`src/hdl/ordered_multiset_store_defines.svh`:
```
// Assertion macros used by the top block to check its own behavior.
`ifndef ORDERED_MULTISET_STORE_DEFINES_SVH
`define ORDERED_MULTISET_STORE_DEFINES_SVH

// Check a property on every rising clock edge outside reset.
`define OMS_ASSERT(name, prop, msg) \
   name: assert property (@(posedge clock) disable iff (reset) (prop)) else $error(msg);

// Check that a condition holds in the cycle after a trigger.
`define OMS_ASSERT_NEXT(name, ante, cons, msg) \
   name: assert property (@(posedge clock) disable iff (reset) (ante) |=> (cons)) else $error(msg);

`endif

```
`src/hdl/oms_pkg.sv`:
```
package oms_pkg;

   localparam int CAPACITY = 64;
   localparam int DATA_W   = 32;
   localparam int IDX_W    = (CAPACITY > 1) ? $clog2(CAPACITY) : 1;
   localparam int CNT_W    = $clog2(CAPACITY + 1);

   localparam logic [1:0] CMD_VALUE = 2'd0;
   localparam logic [1:0] CMD_FLUSH = 2'd1;
   localparam logic [1:0] CMD_CLEAR = 2'd2;

   typedef struct packed {
      logic [1:0]               cmd;
      logic signed [DATA_W-1:0] value;
      logic                     add_mode;
   } oms_req_type;

   typedef struct packed {
      logic signed [DATA_W-1:0] out_value;
      logic                     last;
      logic                     dropped;
   } oms_rsp_type;

   typedef enum logic [3:0] {
      ST_IDLE   = 4'b0001,
      ST_REMOVE = 4'b0010,
      ST_FLUSH  = 4'b0100,
      ST_DROP   = 4'b1000
   } oms_state_type;

   // Operations the controller asks of the datapath
   typedef struct packed {
      logic load;
      logic append;
      logic clear;
      logic scan_start;
      logic remove_step;
      logic remove_end;
      logic flush_step;
      logic drop_load;
   } oms_cmd_type;

   typedef struct packed {
      logic full;
      logic pass_done;
      logic out_free;
   } oms_sts_type;

endpackage

```
`src/hdl/oms_ctrl.sv`:
```
module oms_ctrl
   import oms_pkg::*;
(
   input  logic        clock,
   input  logic        reset,
   input  logic        req_valid,
   output logic        req_stall,
   input  oms_req_type req_payload,
   input  oms_sts_type sts,
   output oms_cmd_type cmd
);

   oms_state_type state_ff, state_in;
   logic          accept;

   assign req_stall = (state_ff != ST_IDLE);
   assign accept    = req_valid && (state_ff == ST_IDLE);

   always_comb begin
      state_in = state_ff;
      cmd      = '0;
      case (state_ff)
         ST_IDLE: begin
            if (accept) begin
               cmd.load = 1'b1;
               case (req_payload.cmd)
                  CMD_VALUE: begin
                     if (req_payload.add_mode) begin
                        if (sts.full) begin
                           state_in = ST_DROP;
                        end else begin
                           cmd.append = 1'b1;
                        end
                     end else begin
                        cmd.scan_start = 1'b1;
                        state_in       = ST_REMOVE;
                     end
                  end
                  CMD_FLUSH: begin
                     cmd.scan_start = 1'b1;
                     state_in       = ST_FLUSH;
                  end
                  CMD_CLEAR: begin
                     cmd.clear = 1'b1;
                  end
                  default: begin
                  end
               endcase
            end
         end
         ST_REMOVE: begin
            cmd.remove_step = 1'b1;
            if (sts.pass_done) begin
               cmd.remove_end = 1'b1;
               state_in       = ST_IDLE;
            end
         end
         ST_FLUSH: begin
            cmd.flush_step = 1'b1;
            if (sts.pass_done) begin
               cmd.clear = 1'b1;
               state_in  = ST_IDLE;
            end
         end
         ST_DROP: begin
            // hold the rejected value until the result register frees up
            if (sts.out_free) begin
               cmd.drop_load = 1'b1;
               state_in      = ST_IDLE;
            end
         end
         default: begin
            state_in = ST_IDLE;
         end
      endcase
   end

   always_ff @(posedge clock) begin
      if (reset) begin
         state_ff <= ST_IDLE;
      end else begin
         state_ff <= state_in;
      end
   end

endmodule

```
`src/hdl/oms_dpath.sv`:
```
module oms_dpath
   import oms_pkg::*;
(
   input  logic        clock,
   input  logic        reset,
   input  oms_req_type req_payload,
   input  oms_cmd_type cmd,
   output oms_sts_type sts,
   output logic        rsp_valid,
   input  logic        rsp_stall,
   output oms_rsp_type rsp_payload
);

   logic [DATA_W-1:0]        mem [CAPACITY];
   logic [DATA_W-1:0]        rd_data_ff;
   logic [CNT_W-1:0]         count_ff, count_in;
   logic [CNT_W-1:0]         idx_ff, idx_in;
   logic [IDX_W-1:0]         rd_idx_ff, rd_idx_in;
   logic                     rd_valid_ff, rd_valid_in;
   logic                     found_ff, found_in;
   logic signed [DATA_W-1:0] value_ff;
   oms_rsp_type              out_ff, out_in;
   logic                     out_valid_ff, out_valid_in;

   logic                     rd_en;
   logic [IDX_W-1:0]         rd_addr;
   logic                     wr_en;
   logic [IDX_W-1:0]         wr_addr;
   logic [DATA_W-1:0]        wr_data;
   logic                     issue_ok;
   logic                     out_free;
   logic                     move;
   logic                     is_last;

   assign issue_ok = (idx_ff < count_ff);
   assign out_free = !out_valid_ff || !rsp_stall;
   assign move     = rd_valid_ff && out_free;
   assign rd_addr  = idx_ff[IDX_W-1:0];
   assign is_last  = ((CNT_W'(rd_idx_ff) + CNT_W'(1)) == count_ff);

   assign sts.full      = (count_ff == CNT_W'(CAPACITY));
   assign sts.pass_done = !issue_ok && !rd_valid_ff;
   assign sts.out_free  = out_free;

   assign rsp_valid   = out_valid_ff;
   assign rsp_payload = out_ff;

   always_comb begin
      count_in     = count_ff;
      idx_in       = idx_ff;
      rd_idx_in    = rd_idx_ff;
      rd_valid_in  = rd_valid_ff;
      found_in     = found_ff;
      out_in       = out_ff;
      out_valid_in = out_valid_ff;
      rd_en        = 1'b0;
      wr_en        = 1'b0;
      wr_addr      = count_ff[IDX_W-1:0];
      wr_data      = req_payload.value;

      if (out_valid_ff && !rsp_stall) begin
         out_valid_in = 1'b0;
      end

      if (cmd.scan_start) begin
         idx_in      = '0;
         rd_valid_in = 1'b0;
         found_in    = 1'b0;
      end

      if (cmd.append) begin
         wr_en    = 1'b1;
         count_in = count_ff + CNT_W'(1);
      end

      if (cmd.remove_step) begin
         rd_en       = issue_ok;
         rd_valid_in = issue_ok;
         if (rd_valid_ff) begin
            if (found_ff) begin
               // shift each later entry down one slot over the removed one
               wr_en   = 1'b1;
               wr_addr = rd_idx_ff - IDX_W'(1);
               wr_data = rd_data_ff;
            end else if (rd_data_ff == value_ff) begin
               found_in = 1'b1;
            end
         end
      end

      if (cmd.remove_end && found_ff) begin
         count_in = count_ff - CNT_W'(1);
      end

      if (cmd.flush_step) begin
         if (move) begin
            out_in.out_value = rd_data_ff;
            out_in.last      = is_last;
            out_in.dropped   = 1'b0;
            out_valid_in     = 1'b1;
            rd_valid_in      = 1'b0;
         end
         rd_en = issue_ok && (!rd_valid_ff || move);
         if (rd_en) begin
            rd_valid_in = 1'b1;
         end
      end

      if (rd_en) begin
         idx_in    = idx_ff + CNT_W'(1);
         rd_idx_in = rd_addr;
      end

      if (cmd.drop_load) begin
         out_in.out_value = value_ff;
         out_in.last      = 1'b1;
         out_in.dropped   = 1'b1;
         out_valid_in     = 1'b1;
      end

      if (cmd.clear) begin
         count_in = '0;
      end
   end

   always_ff @(posedge clock) begin
      if (wr_en) begin
         mem[wr_addr] <= wr_data;
      end
      if (rd_en) begin
         rd_data_ff <= mem[rd_addr];
      end
   end

   always_ff @(posedge clock) begin
      if (reset) begin
         count_ff     <= '0;
         idx_ff       <= '0;
         rd_valid_ff  <= 1'b0;
         found_ff     <= 1'b0;
         out_valid_ff <= 1'b0;
      end else begin
         count_ff     <= count_in;
         idx_ff       <= idx_in;
         rd_valid_ff  <= rd_valid_in;
         found_ff     <= found_in;
         out_valid_ff <= out_valid_in;
      end
   end

   always_ff @(posedge clock) begin
      rd_idx_ff <= rd_idx_in;
      out_ff    <= out_in;
      if (cmd.load) begin
         value_ff <= req_payload.value;
      end
   end

endmodule

```
`src/hdl/ordered_multiset_store.sv`:
```
// Add with room and clear complete without leaving idle; the next transaction is accepted in the next cycle.
// Remove and flush scan the entries in insertion order: one read per cycle, flush reads held while a result stalls.
// Flush without stall gives one result per cycle, passing through the read data and result registers.
// Add to a full store passes through the drop state, which loads the drop result once the result register is free.
// A stalled result holds flush and drop; synchronous active-high reset empties the store
// and the result register, leaving memory contents as they were.
module ordered_multiset_store
   import oms_pkg::*;
(
   input  logic        clock,
   input  logic        reset,
   input  logic        req_valid,
   output logic        req_stall,
   input  oms_req_type req_payload,
   output logic        rsp_valid,
   input  logic        rsp_stall,
   output oms_rsp_type rsp_payload
);

   `include "ordered_multiset_store_defines.svh"

   oms_cmd_type cmd;
   oms_sts_type sts;
   logic [4:0]  dp_ops;
   logic        drop_shown;

   assign dp_ops     = {cmd.append, cmd.scan_start, cmd.drop_load, cmd.remove_step,
                        cmd.flush_step};
   assign drop_shown = rsp_valid && rsp_payload.dropped;

   oms_ctrl u_ctrl (
      .clock       (clock),
      .reset       (reset),
      .req_valid   (req_valid),
      .req_stall   (req_stall),
      .req_payload (req_payload),
      .sts         (sts),
      .cmd         (cmd)
   );

   oms_dpath u_dpath (
      .clock       (clock),
      .reset       (reset),
      .req_payload (req_payload),
      .cmd         (cmd),
      .sts         (sts),
      .rsp_valid   (rsp_valid),
      .rsp_stall   (rsp_stall),
      .rsp_payload (rsp_payload)
   );

   `OMS_ASSERT(a_no_append_when_full, !(cmd.append && sts.full), "append to a full store")
   `OMS_ASSERT(a_one_operation, $onehot0(dp_ops), "overlapping datapath operations")
   `OMS_ASSERT_NEXT(a_drop_shows, cmd.drop_load, drop_shown && rsp_payload.last, "drop missing")
   `OMS_ASSERT(a_drop_is_last, !drop_shown || rsp_payload.last, "drop result without last")

endmodule

```
`config.mk`:
```
export PLATFORM = sky130hd
export DESIGN_NAME = ordered_multiset_store
export DESIGN_NICKNAME = d
export VERILOG_FILES = /design/src/hdl/oms_pkg.sv /design/src/hdl/oms_ctrl.sv /design/src/hdl/oms_dpath.sv /design/src/hdl/ordered_multiset_store.sv
export VERILOG_INCLUDE_DIRS = /design/src /design/src/hdl
export SDC_FILE = /design/constraint.sdc
export NUM_CORES = 2
export LEC_CHECK = 0
export BUFFER_PORTS_ARGS = -buffer_cell sky130_fd_sc_hd__buf_4
export CORE_MARGIN = 3
export CORE_UTILIZATION = 60
export DETAILED_ROUTE_END_ITERATION = 6
export GPL_ROUTABILITY_DRIVEN = 1
export PLACE_DENSITY = 0.79
export SLEW_MARGIN = 40
export SYNTH_ARGS = -nofsm -noshare
export SYNTH_HDL_FRONTEND = slang
export SYNTH_HIERARCHICAL = 1
export SYNTH_SLANG_ARGS = --single-unit
```
`constraint.sdc`:
```
create_clock -name clock -period 5.2 [get_ports clock]
set_input_delay 0 -clock clock [delete_from_list [all_inputs] [get_ports clock]]
set_output_delay 0 -clock clock [all_outputs]
set_load 0.05 [all_outputs]
```
==> results by group <==
Run status
  – Status: finished, violations left
  – Failing checks: DRC

Synth
  – Syn_area_per_cell: 21.9 um2
  – Yosys reg bits: 2,173
  – Synth unique cells: 64
  – Post-Synthesis Cells: 3,828
  – Ys async rst share: 0
  – Post-synth EDFFs: 2,150
  – Area of the mapped netlist: 83,800 um2
  – Syn Nets: 3,882
  – Yosys top cell area share: 0.771
  – Cell accounting for the most synthesized area: edfxtp_1
  – Seq/Total Area, Yosys: 0.776
  – Syn. warnings: 6
  – Largest cells by area after synthesis: edfxtp_1 (77%), mux4_2 (14%), mux2i_1 (0.75%), a21oi_1 (0.56%), dfxtp_1 (0.55%)
  – Post-synth top flop: edfxtp_1

Setup path
  – RR Startpoint: u_ctrl/state_ff[1]
  – Crit-path max cell delay: 0.82 ns
  – Crit-path cells: nor4b_1, buf_4, nand3_4, o21ai_0, nand2_2, nor2_4, buf_4
  – Worst r2r dst: u_dpath/mem[47][9]
  – CP arrival: 4.76 ns
  – Critical path endpoint: u_dpath/mem[47][9]
  – Worst-path fanout max: 30
  – Setup crit end kind: register
  – Crit path kind: reg -> reg
  – R2R depth: 7
  – Slowest cell on crit path: nor2_4
  – CP Launch Type: register
  – CP top delay family: simple AND/OR/NAND/NOR gates
  – Crit. path cell count: 7
  – Buffers & Inverters on Critical Path: 2
  – Crit. Startpoint: u_ctrl/state_ff[1]
  – Worst R2R Setup Slack: 0.96 ns
  – Most used cell, CP: buf_4
  – Crit path required time: 5.71 ns

Final layout
  – Fillers: 7,647
  – Area grow syn2layout: 13.6%
  – Final #Nets: 4,210
  – Fin area: 95,100 um2
  – Share of cells above drive strength 1: 0.274
  – Commonest non-fill, non-tap cell in the layout: edfxtp_1
  – Most frequent cells in the layout: edfxtp_1 (2,150), mux4_2 (512), buf_4 (224)

Timing
  – Tmin final: 4.24 ns
  – Achievable Freq: 236 MHz
  – Setup TNS: 0 ns
  – Fin. max-slew vios: 0
  – RSZ-0062 raised after global routing: false
  – Final Setup Violations: 0
  – Worst Skew: 0.0371 ns
  – Worst setup slack after layout: 0.958 ns
  – Max_slew headroom: 0.345
  – Measured slew at the worst slew-check pin: 0.980 ns
  – Fin crit share: 0.816
  – Fin Hold WS: 0.0833 ns
  – Final Hold Fails: 0

Die
  – Die width: 380 um
  – Die H: 380 um
  – Starting Density: 0.607
  – Number of I/O pins: 75
  – Row Count: 136
  – Die area: 144,000 um2
  – Core area: 138,000 um2

GRT
  – Total GRT Usage: 0.315
  – Number of global-route vias before repair: 44,200
  – Busiest metal layer after global routing: met2
  – First-pass GRT wire length: 323 mm
  – Antenna violations before repair: 5
  – Met3 Use GR: 0.0835
  – Largest net degree at the start of global routing: 133
  – Gr ovfl total: 0
  – Met1 layer usage reported by global route: 0.439
  – GR Util met2: 0.471

Clock network
  – CTS Buf Count: 196
  – CTS tree: built
  – Worst-skew pair later-pin latency: 0.84 ns
  – H-tree depth: 4
  – Post-CTS Setup Repair Bufs: 0
  – CTS sink cnt: 2,173
  – CTS Buffer Depth: 3
  – CTS root buf: clkbuf_16
  – CTS clock-pin slew for the worst setup and hold paths: 0.06 ns

Power
  – Worst VDD drop: 0.313 mV
  – Leak: 29.1 nW
  – Power per standard cell area: 359 nW/um2
  – Total power draw: 34.1 mW

Route
  – Detailed Routing Iterations Pass 1: 7
  – Final ANT Viol Nets: 0
  – Vias: 43,800
  – Final wirelength: 225 mm
  – Detailed-route wire length per cell: 36.3 um
  – DRT iter0 DRCs: 7,958
  – DR vias/cell: 7.09
  – Remaining DRCs: 1

Placed design
  – Dpl ws: 0.672 ns
  – PortBufs: 74
  – GPL Wtd Cong: 0.946
  – DP HPWL: 123 mm
  – Placed Area: 87,900 um2

Flow run
  – Max cap viols: 0

Worst hold path
  – Min-delay worst type: in -> reg
==> cell families after synthesis <==
| group | share of synthesized area |
|---|---|
| AND/OR/NAND/NOR | 0.0212 |
| flip-flops | 0.776 |
| multiplexers | 0.150 |
| AO/OA/AOI/OAI | 0.0320 |
| adder cells (fa/ha/maj) | 0.00233 |
| buffers and inverters | 0.0138 |
| XOR/XNOR | 0.00481 |
==> state kept, by name (all words and copies together), names as in the netlist <==
signal               cells
u_dpath/mem           2048
u_dpath/rsp_payload     34
u_dpath/rd_data_ff      32
u_dpath/value_ff        32
u_dpath/count_ff         7
u_dpath/idx_ff           7
u_dpath/rd_idx_ff        6
u_ctrl/state_ff          4
u_dpath/found_ff         1
u_dpath/rd_valid_ff      1
u_dpath/rsp_valid        1
==> what timing repair did <==
item | in CTS | in global routing
gates resized for setup | 0 | 0
hold buffers | 77 | 0
hold endpoints to repair | 194 | 0
==> synthesized netlist by cell type (all sizes together), types with 4 or more instances <==
cell	number
nor2	121
nand4	9
a21oi	93
a22oi	4
nor4	9
or3	6
o221ai	34
nand3	25
and2	5
mux2	32
clkbuf	102
xor2	31
a221o	4
nor2b	8
o21a	6
dfxtp	23
mux2i	63
inv	17
o221a	4
buf	102
a21o	6
o22ai	59
nand3b	4
nand2	112
o32ai	6
edfxtp	2150
xnor2	15
a221oi	48
nor3b	4
nor4b	8
nand2b	11
a22o	52
ha	14
a31oi	6
mux4	512
o21ai	52
nor3	46
and3	4
==> through the flow <==
step	instances	utilization
finish	6185	0.689
global route	6183	0.689
CTS	6178	0.688
detailed placement	5739	0.637
global placement	5726	0.634
floorplan	3828	-
==> how the worst min path moves through the flow <==
| stage | from | to | slack [ns] | cells past startpoint |
|---|---|---|---|---|
| 6_report | reset | u_dpath/found_ff | 0.08 | 3 |
| 5_1_grt | reset | u_dpath/rd_valid_ff | 0.09 | 3 |
| 4_1_cts | reset | u_dpath/found_ff | 0.02 | 3 |
| 3_5_place_dp | req_payload[16] | u_dpath/value_ff[15] | 0.19 | 1 |
| 3_3_place_gp | req_payload[16] | u_dpath/value_ff[15] | 0.20 | 1 |
| 2_1_floorplan | reset | u_ctrl/state_ff[2] | 0.07 | 1 |
==> cell type report <==
cell class / instances / area (um2) / area share
Timing Repair Buffer: 334 / 3140 / 0.0330
Inverter: 17 / 63.8 / 0.000671
Antenna cell: 2 / 5.00 / 0.0000526
Clock inverter: 114 / 1110 / 0.0117
Tap cell: 1863 / 2330 / 0.0245
Multi-Input combinational cell: 1434 / 18300 / 0.192
Sequential cell: 2173 / 65000 / 0.684
Clock buffer: 248 / 5190 / 0.0546
==> layer usage <==
layer,part of all wire,vias up,wire length [um]
li1,-,16900,-
met1,0.34,22500,76000
met2,0.46,3830,104000
met3,0.14,629,32400
met4,0.056,6,12600
met5,0.00034,-,76
==> worst reg2reg max path: cells and delay by family, from the launching register on <==
kind | cells | cell delay, ns
AOI/OAI and AO/OA | 1 | 0.75
buffers and inverters | 2 | 0.54
DFF | 1 | 0.50
and+or+nand+nor | 4 | 2.16
==> power breakdown <==
| part | switching (mW) | total [mW] | internal (mW) |
|---|---|---|---|
| clock network | 6.44 | 14.3 | 7.87 |
| registers | 0.0162 | 19.3 | 19.2 |
| logic | 0.415 | 0.531 | 0.117 |
No activity file was read; power rests on OpenSTA's default activity.
